**config.mk**
```make
export PLATFORM = sky130hd
export DESIGN_NAME = tria_ctrl
export DESIGN_NICKNAME = d
export VERILOG_FILES = /design/src/rtl/tria_pkg.sv /design/src/rtl/tria_ctrl.sv
export SDC_FILE = /design/constraint.sdc
export NUM_CORES = 1
export LEC_CHECK = 0
export ABC_AREA = 1
export CORE_AREA = 2 2 39 41
export DETAILED_ROUTE_END_ITERATION = 10
export DIE_AREA = 0 0 41 43
export DONT_BUFFER_PORTS = 1
export MAX_ROUTING_LAYER = met4
export SLEW_MARGIN = 25
export SYNTH_ARGS = -nofsm -noshare
export SYNTH_HDL_FRONTEND = slang
export SYNTH_SLANG_ARGS = --single-unit
```
**constraint.sdc**
```tcl
create_clock -name clk -period 1.2 [get_ports clk]
set_input_delay 0.18 -clock clk [delete_from_list [all_inputs] [get_ports clk]]
set_output_delay 0.18 -clock clk [all_outputs]
set_load 0.01 [all_outputs]
```
**src/rtl/tria_pkg.sv**
```systemverilog
// Package with payload types, command and status structs and constants of the slot allocator.
`default_nettype none
package tria_pkg;

  localparam int TIME_W     = 32;
  localparam int TAG_W      = 10;
  localparam int SLOT_OUT_W = 11;

  typedef struct packed {
    logic [TIME_W-1:0] arrival_time;
    logic [TAG_W-1:0]  request_tag;
  } alloc_req_t;

  typedef struct packed {
    logic [SLOT_OUT_W-1:0] slot_id;
    logic [TAG_W-1:0]      result_tag;
    logic [SLOT_OUT_W-1:0] max_slot;
    logic                  exhausted;
  } alloc_rsp_t;

  typedef enum logic [1:0] {
    S_IDLE,
    S_TEST,
    S_GRANT
  } ctrl_state_t;

  typedef struct packed {
    logic capture;
    logic retire;
    logic pop;
    logic no_slot;
    logic grant;
  } tria_cmd_t;

  typedef struct packed {
    logic holder_nonempty;
    logic expired;
    logic stack_nonempty;
    logic out_free;
  } tria_stat_t;

endpackage
`default_nettype wire

```
**src/rtl/tria_ctrl.sv**
```systemverilog
// Controller state machine that sequences capture, release, pop and grant.
`default_nettype none
module tria_ctrl (
  input  wire logic                 clk,
  input  wire logic                 rst,
  input  wire logic                 in_valid,
  output logic                      in_stall,
  input  wire tria_pkg::tria_stat_t stat,
  output tria_pkg::tria_cmd_t       cmd
);
  import tria_pkg::*;

  ctrl_state_t state;
  ctrl_state_t state_next;

  always_ff @(posedge clk) begin
    if (rst) begin
      state <= S_IDLE;
    end else begin
      state <= state_next;
    end
  end

  always_comb begin
    state_next = state;
    cmd        = '0;
    in_stall   = 1'b1;
    unique case (state)
      S_IDLE: begin
        in_stall = 1'b0;
        if (in_valid) begin
          cmd.capture = 1'b1;
          state_next  = S_TEST;
        end
      end
      S_TEST: begin
        // Release expired holders one per cycle, then take a slot off the stack, or flag that none is free.
        priority if (stat.holder_nonempty && stat.expired) begin
          cmd.retire = 1'b1;
        end else if (stat.stack_nonempty) begin
          cmd.pop    = 1'b1;
          state_next = S_GRANT;
        end else begin
          cmd.no_slot = 1'b1;
          state_next  = S_GRANT;
        end
      end
      S_GRANT: begin
        if (stat.out_free) begin
          cmd.grant  = 1'b1;
          state_next = S_IDLE;
        end
      end
      default: begin
        state_next = S_IDLE;
      end
    endcase
  end

endmodule
`default_nettype wire

```
; ---- After elaboration in Yosys (flattened, before gate mapping)
; Cells that the tools add are included.
[totals]
ff_bits = 2
in_bits = 7
[classes]
n_eq_ne = 5
n_mux = 14
n_reduce_logical = 3
[op_table]
columns = cell, count
row1 = $mux 1, 8
row2 = $mux 2, 4
row3 = $ne 2x2->1 const B, 3
row4 = $pmux 2 s3, 1
row5 = $mux 3, 1
row6 = $reduce_and 3->1, 1
row7 = $eq 2x1->1 const B, 1
row8 = $eq 2x2->1 const B, 1
row9 = $logic_not 2->1, 1
row10 = $logic_and 1x1->1, 1

; ---- Logic depth before layout (Yosys ltp)
; Gate-level depths: netlist (run 1).
[depth]
ltp_word = 3
mapped_depth = 4

; ---- Least setup slack after synthesis (run 1)
; No wires, ideal clock.
[synth_path]
path_kind = register -> output
start = register state[0]
end = output port cmd[1] (netlist bit)
t_arrival_ps = 704
required_time_ps = 1020
setup_slack_ps = 316
stages_incl_launch_ff = 5
cell_sequence = dfxtp_1 > inv_1 > nor2_2 > nand2_2 > nor2_1
[synth_rtl]
columns = item, line
row1 = start: declaration, tria_ctrl.sv:13  ; ctrl_state_t state;
row2 = start signal: assignment, tria_ctrl.sv:20  ; state <= state_next;
row3 = end: declaration, tria_ctrl.sv:9  ; output tria_pkg::tria_cmd_t cmd

==> impl_results.html, run 1 <==
<table>
<tr><th>Metric</th><th>Value</th></tr>
<tr><th colspan="2">Placement</th></tr>
<tr><td>Worst slack, placed</td><td>258.4 ps</td></tr>
<tr><td>Detailed placer's ending HPWL</td><td>265.8 um</td></tr>
<tr><td>Cell count after placement</td><td>38</td></tr>
<tr><td>Port buffer count</td><td>0</td></tr>
<tr><td>Final estimated routing congestion in global placement</td><td>0.5370</td></tr>
<tr><td>Post-Place Cell Area</td><td>151.4 sq um</td></tr>
<tr><th colspan="2">Power</th></tr>
<tr><td>Maximum resistive drop on vdd</td><td>0.1384 mV</td></tr>
<tr><td>Power Total</td><td>0.2617 mW</td></tr>
<tr><td>Leak</td><td>0.09508 nW</td></tr>
<tr><td>Pwr/cell area</td><td>1463 nW/um^2</td></tr>
<tr><th colspan="2">Routing</th></tr>
<tr><td>Routed wire length per instance</td><td>7.634 um</td></tr>
<tr><td>Final ANT Viol Nets</td><td>0</td></tr>
<tr><td>Sum of routed wire length over all layers</td><td>313 um</td></tr>
<tr><td>Remaining routing DRC violations</td><td>0</td></tr>
<tr><td>Iteration count of the initial detailed-routing pass</td><td>1</td></tr>
<tr><td>Detailed-route vias per instance</td><td>3.244</td></tr>
<tr><td>DRT iter0 DRCs</td><td>0</td></tr>
<tr><td>Total via count after detailed routing</td><td>133</td></tr>
<tr><th colspan="2">CTS</th></tr>
<tr><td>H-tree depth reported by CTS</td><td>1</td></tr>
<tr><td>Clock tree from TritonCTS</td><td>done</td></tr>
<tr><td>Cell at the root of the clock tree</td><td>clkbuf_4</td></tr>
<tr><td># hold bufs at CTS</td><td>0</td></tr>
<tr><td>Worst-path clk slew</td><td>30 ps</td></tr>
<tr><td>CTS buffer count</td><td>3</td></tr>
<tr><td>Postcts setup bufs</td><td>0</td></tr>
<tr><td>Clock net sink count</td><td>2</td></tr>
<tr><td>Clock buffer depth</td><td>2</td></tr>
<tr><td>Insertion delay of the later-clocked pin in the worst-skew pair</td><td>230 ps</td></tr>
<tr><th colspan="2">Job</th></tr>
<tr><td>Number of maximum-capacitance violations</td><td>0</td></tr>
<tr><th colspan="2">Cells and area</th></tr>
<tr><td>Share of the core filled with cells</td><td>12.93%</td></tr>
<tr><td>Number of antenna repair diodes</td><td>0</td></tr>
<tr><td>Net total in the final layout</td><td>34</td></tr>
<tr><td>Fin area</td><td>178.9 sq um</td></tr>
<tr><td>Max FFs per register</td><td>2</td></tr>
<tr><td>Fin cells</td><td>41</td></tr>
<tr><td>Share of final-layout standard cells stronger than drive strength 1</td><td>40.00%</td></tr>
<tr><td>Layout filler cell count</td><td>169</td></tr>
<tr><td>Synth-to-Final Area Change</td><td>36.19%</td></tr>
<tr><td>Regs by FF count</td><td>state (2)</td></tr>
<tr><td>Reg with most FFs</td><td>state</td></tr>
<tr><th colspan="2">Synth</th></tr>
<tr><td>Synth Area per Inst</td><td>5.972 sq um</td></tr>
<tr><td>Main area contributors after synthesis</td><td>dfxtp_1 30%, inv_1 20%, a21oi_2 13%, nand2_1 11%, nor2_1 11%</td></tr>
<tr><td>Number of distinct standard cells referenced by the synthesized netlist</td><td>8</td></tr>
<tr><td>Most common flop cell mapped by yosys</td><td>dfxtp_1</td></tr>
<tr><td>Share of the synthesized area in the top cell type</td><td>30.48%</td></tr>
<tr><td>Number of enable flip-flop cells after synthesis</td><td>0</td></tr>
<tr><td>Count of state elements after synthesis</td><td>2</td></tr>
<tr><td>Dominant cell type by area after synthesis</td><td>dfxtp_1</td></tr>
<tr><td>Most instantiated library cell after synthesis</td><td>inv_1</td></tr>
<tr><td>Number of standard cells after synthesis</td><td>22</td></tr>
<tr><td>Synth warn</td><td>0</td></tr>
<tr><td>Async set or reset register ratio after synthesis</td><td>0%</td></tr>
<tr><td>Summed instance area of the synthesized netlist</td><td>131.4 sq um</td></tr>
<tr><td>Post-synth net total</td><td>29</td></tr>
<tr><td>Register area share after synthesis</td><td>30.48%</td></tr>
<tr><td>Most common library cells after synthesis</td><td>7 x inv_1, 4 x nand2_1, 4 x nor2_1</td></tr>
<tr><th colspan="2">Worst setup path</th></tr>
<tr><td>Slowest cell on the critical path</td><td>dfxtp_1</td></tr>
<tr><td>Worst-path fanout max</td><td>3</td></tr>
<tr><td>Cell breakdown of the critical path</td><td>inv_1 -&gt; nor2_2 -&gt; nand2_2 -&gt; nor2_2</td></tr>
<tr><td>Crit. Startpoint</td><td>state[0]</td></tr>
<tr><td>Longest individual stage delay on the worst path</td><td>310 ps</td></tr>
<tr><td>Critical setup path kind</td><td>reg -&gt; out</td></tr>
<tr><td>Crit path launch type</td><td>flop</td></tr>
<tr><td>Endpoint kind of the worst setup timing path</td><td>output pin</td></tr>
<tr><td>Critical path's most frequent cell</td><td>nor2_2</td></tr>
<tr><td>Data required time of the worst path</td><td>1020 ps</td></tr>
<tr><td>Worst flop-to-flop path startpoint</td><td>state[0]</td></tr>
<tr><td>Number of cell instances on the worst register-to-register path</td><td>4</td></tr>
<tr><td>Arrival time worst endpoint</td><td>960 ps</td></tr>
<tr><th colspan="2">Die</th></tr>
<tr><td>Row count</td><td>14</td></tr>
<tr><td>Count of pins on the block boundary</td><td>13</td></tr>
<tr><td>Core region area</td><td>1384 sq um</td></tr>
<tr><td>Initial core utilization</td><td>9.494%</td></tr>
<tr><td>Horiz. Die Dim</td><td>41 um</td></tr>
<tr><td>Area of the die</td><td>1763 sq um</td></tr>
<tr><td>Die Y-Extent</td><td>43 um</td></tr>
<tr><th colspan="2">GRT</th></tr>
<tr><td>Via count of the first global-routing pass</td><td>134</td></tr>
<tr><td>Initial antenna violation count</td><td>0</td></tr>
<tr><td>Tot GR Track Use</td><td>5.333%</td></tr>
<tr><td>Remaining global-route overflow</td><td>0</td></tr>
<tr><td>Global-route wire length before repair</td><td>531 um</td></tr>
<tr><td>Pin count of the biggest net entering global routing</td><td>5</td></tr>
<tr><th colspan="2">Timing</th></tr>
<tr><td>Worst path setup slack after routing</td><td>64.10 ps</td></tr>
<tr><td>Unrepaired setup endpoints after global routing</td><td>yes</td></tr>
<tr><td>Setup TNS</td><td>0 ps</td></tr>
<tr><td>Headroom to the max-slew limit</td><td>85.49%</td></tr>
<tr><td>Final hold slack</td><td>12.87 ps</td></tr>
<tr><td>Post-route minimum period</td><td>1136 ps</td></tr>
<tr><td>Fin crit share</td><td>94.66%</td></tr>
<tr><td>Final Max Slew Viols</td><td>0</td></tr>
<tr><td>Worst-margin pin slew</td><td>216.9 ps</td></tr>
<tr><td>Clock Skews</td><td>1.382 ps</td></tr>
<tr><td>Count of final hold-check violations</td><td>0</td></tr>
<tr><td>Count of endpoints failing setup in the final report</td><td>0</td></tr>
<tr><td>Highest clock rate</td><td>880.4 MHz</td></tr>
<tr><th colspan="2">Hold path</th></tr>
<tr><td>Hold path startpoint</td><td>rst</td></tr>
<tr><td>HP Class</td><td>in -&gt; reg</td></tr>
<tr><td>Hold Path Cell Cnt</td><td>1</td></tr>
<tr><th colspan="2">Outcome</th></tr>
<tr><td>Status</td><td>complete, no violations</td></tr>
</table>
[worst max-delay path: cells and delay by family (launching register included)]
kind	cells	cell delay [ps]
flops	1	310
buf+inv	1	70
simple gates	3	360
[layer usage]
layer  part of all wire, %  vias up  global-route usage [%]
li1                      -       69                       -
met1                    27       55                   3.822
met2                    58        7                   6.563
met3                    10        2                   3.665
met4                   3.5        0                   8.000
met5                     0        -                       -
[logic make-up after synthesis]
family	after synthesis	synth area share [%]
AOI/OAI and AO/OA	2	13.34
DFF	2	30.48
buffers and inverters	7	20.00
and+or+nand+nor	11	36.19
[final timing paths]
| kind | endpoint | slack [ps] |
|---|---|---|
| worst max register to register | state[0] | 420 |
| worst min register to register | state[1] | 530 |
| worst max-delay path | cmd[2] | 60 |
| worst min-delay path | state[0] | 10 |
[final cells by class]
cell class | instances | area [sq um] | area share [%]
clock buffers | 3 | 22.52 | 12.59
inverters | 7 | 26.28 | 14.69
well taps | 16 | 20.02 | 11.19
flip-flops and latches | 2 | 40.04 | 22.38
multi-input cells | 13 | 70.07 | 39.16
[report_power, final]
group	switching [mW]	internal (mW)
Combinational	0.0259	0.0104
Clock	0.0404	0.110
Sequential	0.00307	0.0715
[cells in the final DEF (no fill, tap or decap)]
cell type / Yosys / final
inv_2: 0 / 1
nand2_1: 4 / 4
inv_1: 7 / 6
nand2_2: 1 / 1
nor2_1: 4 / 2
clkbuf_4: 0 / 3
nor2_2: 1 / 3
nand3_1: 1 / 1
dfxtp_1: 2 / 2
a21oi_2: 2 / 2
[timing repair]
| item | in CTS | in global routing |
|---|---|---|
| hold endpoints to repair | 0 | 0 |
| gates resized for setup | 0 | 3 |
| endpoints found under the setup margin | 0 | 3 |
Power figures use the tool's default switching activity.
==> run 2: changes to the inputs <==
- clock period: 1.2 -> 1.1 ns (I/O delays scaled with it)
==> run 2 against run 1 <==
Combinational power up 69%. First-iteration DRC count unchanged. Non-clock buffer count up 3. Worst hold slack better by 110 ps. Critical path depth unchanged. Register-to-register slack worse by 210 ps. Clock skew about the same. Clock power up 9%. Sequential share of layout area down 4.0 points. Utilization up 3.8 points. Routed wire length up 9.9%. Die area unchanged. Highest routed layer unchanged.
==> impl_results.html, run 2 (same netlist as run 1, synthesis figures left out) <==
<table>
<tr><th>Metric</th><th>Value</th></tr>
<tr><th colspan="2">Worst setup path</th></tr>
<tr><td>Critical setup path kind</td><td>reg -&gt; out</td></tr>
<tr><td>Worst-path fanout max</td><td>3 (unchanged)</td></tr>
<tr><td>Worst reg2reg endpoint</td><td>state[1]</td></tr>
<tr><td>R2R Setup Slk</td><td>210 ps (-210 ps)</td></tr>
<tr><td>Endpoint kind of the worst setup timing path</td><td>output pin</td></tr>
<tr><td>Crit path launch type</td><td>flop</td></tr>
<tr><td>Data required time of the worst path</td><td>940 ps (-80 ps)</td></tr>
<tr><td>Number of cell instances on the worst register-to-register path</td><td>5 (+1)</td></tr>
<tr><td>Worst flop-to-flop path startpoint</td><td>state[0]</td></tr>
<tr><td>Arrival time worst endpoint</td><td>910 ps (-50 ps)</td></tr>
<tr><th colspan="2">Cells and area</th></tr>
<tr><td>Number of antenna repair diodes</td><td>0 (unchanged)</td></tr>
<tr><td>Regs by FF count</td><td>state (2)</td></tr>
<tr><td>Reg with most FFs</td><td>state</td></tr>
<tr><td>Share of the core filled with cells</td><td>16.73% (+3.8 points)</td></tr>
<tr><td>Area of the multi-input gates</td><td>95.09 sq um (+36%)</td></tr>
<tr><td>Leading cell types in the layout, fill and taps excluded</td><td>5 x inv_1, 3 x nor2_4, 3 x nand2_1, 3 x clkbuf_4</td></tr>
<tr><td>Fin cells</td><td>44 (+7.3%)</td></tr>
<tr><td>Max FFs per register</td><td>2 (unchanged)</td></tr>
<tr><td>Most common cell after layout, fill and taps aside</td><td>inv_1</td></tr>
<tr><td>Sequential cell area</td><td>42.54 sq um (+6.2%)</td></tr>
<tr><td>Layout filler cell count</td><td>173 (+2.4%)</td></tr>
<tr><td>Net total in the final layout</td><td>37 (+8.8%)</td></tr>
<tr><td>Synth-to-Final Area Change</td><td>76.19%</td></tr>
<tr><td>Share of final-layout standard cells stronger than drive strength 1</td><td>60.71% (+21 points)</td></tr>
<tr><th colspan="2">Job</th></tr>
<tr><td>Number of maximum-capacitance violations</td><td>0 (unchanged)</td></tr>
<tr><th colspan="2">CTS</th></tr>
<tr><td>Insertion delay of the later-clocked pin in the worst-skew pair</td><td>230 ps (about the same)</td></tr>
<tr><td>Clock buffer depth</td><td>2 (unchanged)</td></tr>
<tr><td>Worst-path clk slew</td><td>30 ps (about the same)</td></tr>
<tr><td>Clock net sink count</td><td>2 (unchanged)</td></tr>
<tr><td>H-tree depth reported by CTS</td><td>1 (unchanged)</td></tr>
<tr><td>Cell at the root of the clock tree</td><td>clkbuf_4</td></tr>
<tr><td>CTS buffer count</td><td>3 (unchanged)</td></tr>
<tr><td>Clock tree from TritonCTS</td><td>done</td></tr>
<tr><th colspan="2">Routing</th></tr>
<tr><td>Sum of routed wire length over all layers</td><td>344 um (+9.9%)</td></tr>
<tr><td>Total via count after detailed routing</td><td>146 (+9.8%)</td></tr>
<tr><td>Iteration count of the initial detailed-routing pass</td><td>1 (unchanged)</td></tr>
<tr><td>Remaining routing DRC violations</td><td>0 (unchanged)</td></tr>
<tr><td>Routed wire length per instance</td><td>7.818 um (+2.4%)</td></tr>
<tr><td>DRT iter0 DRCs</td><td>0 (unchanged)</td></tr>
<tr><td>Final ANT Viol Nets</td><td>0 (unchanged)</td></tr>
<tr><td>Detailed-route vias per instance</td><td>3.318 (+2.3%)</td></tr>
<tr><th colspan="2">Outcome</th></tr>
<tr><td>Status</td><td>complete, no violations</td></tr>
<tr><th colspan="2">Die</th></tr>
<tr><td>Die Y-Extent</td><td>43 um (unchanged)</td></tr>
<tr><td>Core region area</td><td>1384 sq um (unchanged)</td></tr>
<tr><td>Initial core utilization</td><td>9.494% (unchanged)</td></tr>
<tr><td>Count of pins on the block boundary</td><td>13 (unchanged)</td></tr>
<tr><td>Area of the die</td><td>1763 sq um (unchanged)</td></tr>
<tr><td>Horiz. Die Dim</td><td>41 um (unchanged)</td></tr>
<tr><td>Row count</td><td>14 (unchanged)</td></tr>
<tr><th colspan="2">Power</th></tr>
<tr><td>Pwr/cell area</td><td>1341 nW/um^2 (-8.3%)</td></tr>
<tr><td>Sw Pwr</td><td>0.08663 mW (+25%)</td></tr>
<tr><td>Pint</td><td>0.2238 mW (+16%)</td></tr>
<tr><td>Leak</td><td>0.1152 nW (+21%)</td></tr>
<tr><td>Part of the power in combinational logic</td><td>19.8% (+5.9 points)</td></tr>
<tr><td>Switching share of total power</td><td>27.90% (+1.4 points)</td></tr>
<tr><td>Clock share of power</td><td>53.0% (-4.6 points)</td></tr>
<tr><td>Relative contribution of sequential cells to total power</td><td>27.2% (-1.3 points)</td></tr>
<tr><td>Power Total</td><td>0.3105 mW (+19%)</td></tr>
<tr><td>Maximum resistive drop on vdd</td><td>0.1636 mV (+18%)</td></tr>
<tr><th colspan="2">Hold path</th></tr>
<tr><td>HP Class</td><td>in -&gt; reg</td></tr>
<tr><td>Endpoint of the worst hold path</td><td>state[0]</td></tr>
<tr><td>Hold Path Cell Cnt</td><td>2 (+1)</td></tr>
<tr><td>Hold path startpoint</td><td>in_valid</td></tr>
<tr><th colspan="2">GRT</th></tr>
<tr><td>Tot GR Track Use</td><td>5.333% (unchanged)</td></tr>
<tr><td>Via count of the first global-routing pass</td><td>135 (+0.75%)</td></tr>
<tr><td>Initial antenna violation count</td><td>0 (unchanged)</td></tr>
<tr><td>Remaining global-route overflow</td><td>0 (unchanged)</td></tr>
<tr><td>Pin count of the biggest net entering global routing</td><td>5 (unchanged)</td></tr>
<tr><td>Global-route wire length before repair</td><td>531 um (unchanged)</td></tr>
<tr><th colspan="2">Timing</th></tr>
<tr><td>Count of final hold-check violations</td><td>0 (unchanged)</td></tr>
<tr><td>Unrepaired setup endpoints after global routing</td><td>yes</td></tr>
<tr><td>Fin crit share</td><td>98.01%</td></tr>
<tr><td>Headroom to the max-slew limit</td><td>85.53% (about the same)</td></tr>
<tr><td>Final hold slack</td><td>118.3 ps (+105.4 ps)</td></tr>
<tr><td>Highest clock rate</td><td>927.6 MHz</td></tr>
<tr><td>Clock Skews</td><td>1.298 ps (-0.08399 ps)</td></tr>
<tr><td>Worst-margin pin slew</td><td>216.2 ps (-0.6068 ps)</td></tr>
<tr><td>Final Max Slew Viols</td><td>0 (unchanged)</td></tr>
<tr><td>Worst path setup slack after routing</td><td>21.94 ps (-42.16 ps)</td></tr>
<tr><td>Count of endpoints failing setup in the final report</td><td>0 (unchanged)</td></tr>
<tr><td>Post-route minimum period</td><td>1078 ps</td></tr>
<tr><th colspan="2">Placement</th></tr>
<tr><td>Worst slack, placed</td><td>173.4 ps (-85.00 ps)</td></tr>
<tr><td>Detailed placer's ending HPWL</td><td>265.8 um (unchanged)</td></tr>
<tr><td>Port buffer count</td><td>0 (unchanged)</td></tr>
<tr><td>Final estimated routing congestion in global placement</td><td>0.5370 (unchanged)</td></tr>
<tr><td>Cell count after placement</td><td>38 (unchanged)</td></tr>
</table>
run 2: cell count changes in the layout (fill, tap and decap cells not counted), sizes merged:
cell         before  now
buf               0    2
dlygate4sd3       0    1
run 2: layer usage:
metal	up-vias	global-route usage, %	wire (um)
li1	76	-	-
met1	62	4.140	102
met2	6	6.563	206
met3	2	3.141	23
met4	0	8.000	11
met5	-	-	0
run 2: worst max path at each step:
| stage | startpoint | to | slack, ps |
|---|---|---|---|
| 6_report | state[0] | cmd[2] | 20 |
| 5_1_grt | state[0] | cmd[1] | -40 |
| 4_1_cts | state[1] | cmd[4] | -20 |
| 3_5_place_dp | state[0] | cmd[2] | 170 |
| 3_3_place_gp | state[0] | cmd[1] | 180 |
| 2_1_floorplan | state[0] | cmd[1] | 230 |
run 2: metrics by stage:
| stage | setup TNS [ps] | area [sq um] |
|---|---|---|
| after floorplan | 0 | 131.4 |
| after global placement | 0 | 151.4 |
| after detailed placement | 0 | 151.4 |
| after CTS | -30.25 | 217.7 |
| after global routing | -74.78 | 231.5 |
| final | 0 | 231.5 |
run 2: power by group through the flow:
stage          clock network [mW]  registers [mW]  logic (mW)
6_report                    0.165          0.0845      0.0614
5_1_grt                     0.179          0.0855      0.0676
4_1_cts                     0.176          0.0831      0.0586
3_5_place_dp                    0          0.0822      0.0391
3_3_place_gp                    0          0.0820      0.0386
2_1_floorplan                   0          0.0817      0.0337
run 2: critical path: stages, from the launching register on:
cell and delay [ps]:
dfxtp_2 330, inv_2 50, nor2_4 110, nand2_4 80, nor2_4 110
run 2: final cells by class:
| type | count | share of cell area [%] |
|---|---|---|
| inverter | 7 | 11.35 |
| timing repair buffer | 3 | 10.81 |
| sequential | 2 | 18.38 |
| tap | 16 | 8.649 |
| multi-input combinational | 13 | 41.08 |
| clock buffer | 3 | 9.730 |
run 2: what timing repair did:
item	CTS	global route
hold buffers	1	0
pin swaps	3	2
resized for setup	9	3
setup endpoints to repair	3	5
endpoints found under the hold margin	2	0
buffers inserted	1	1
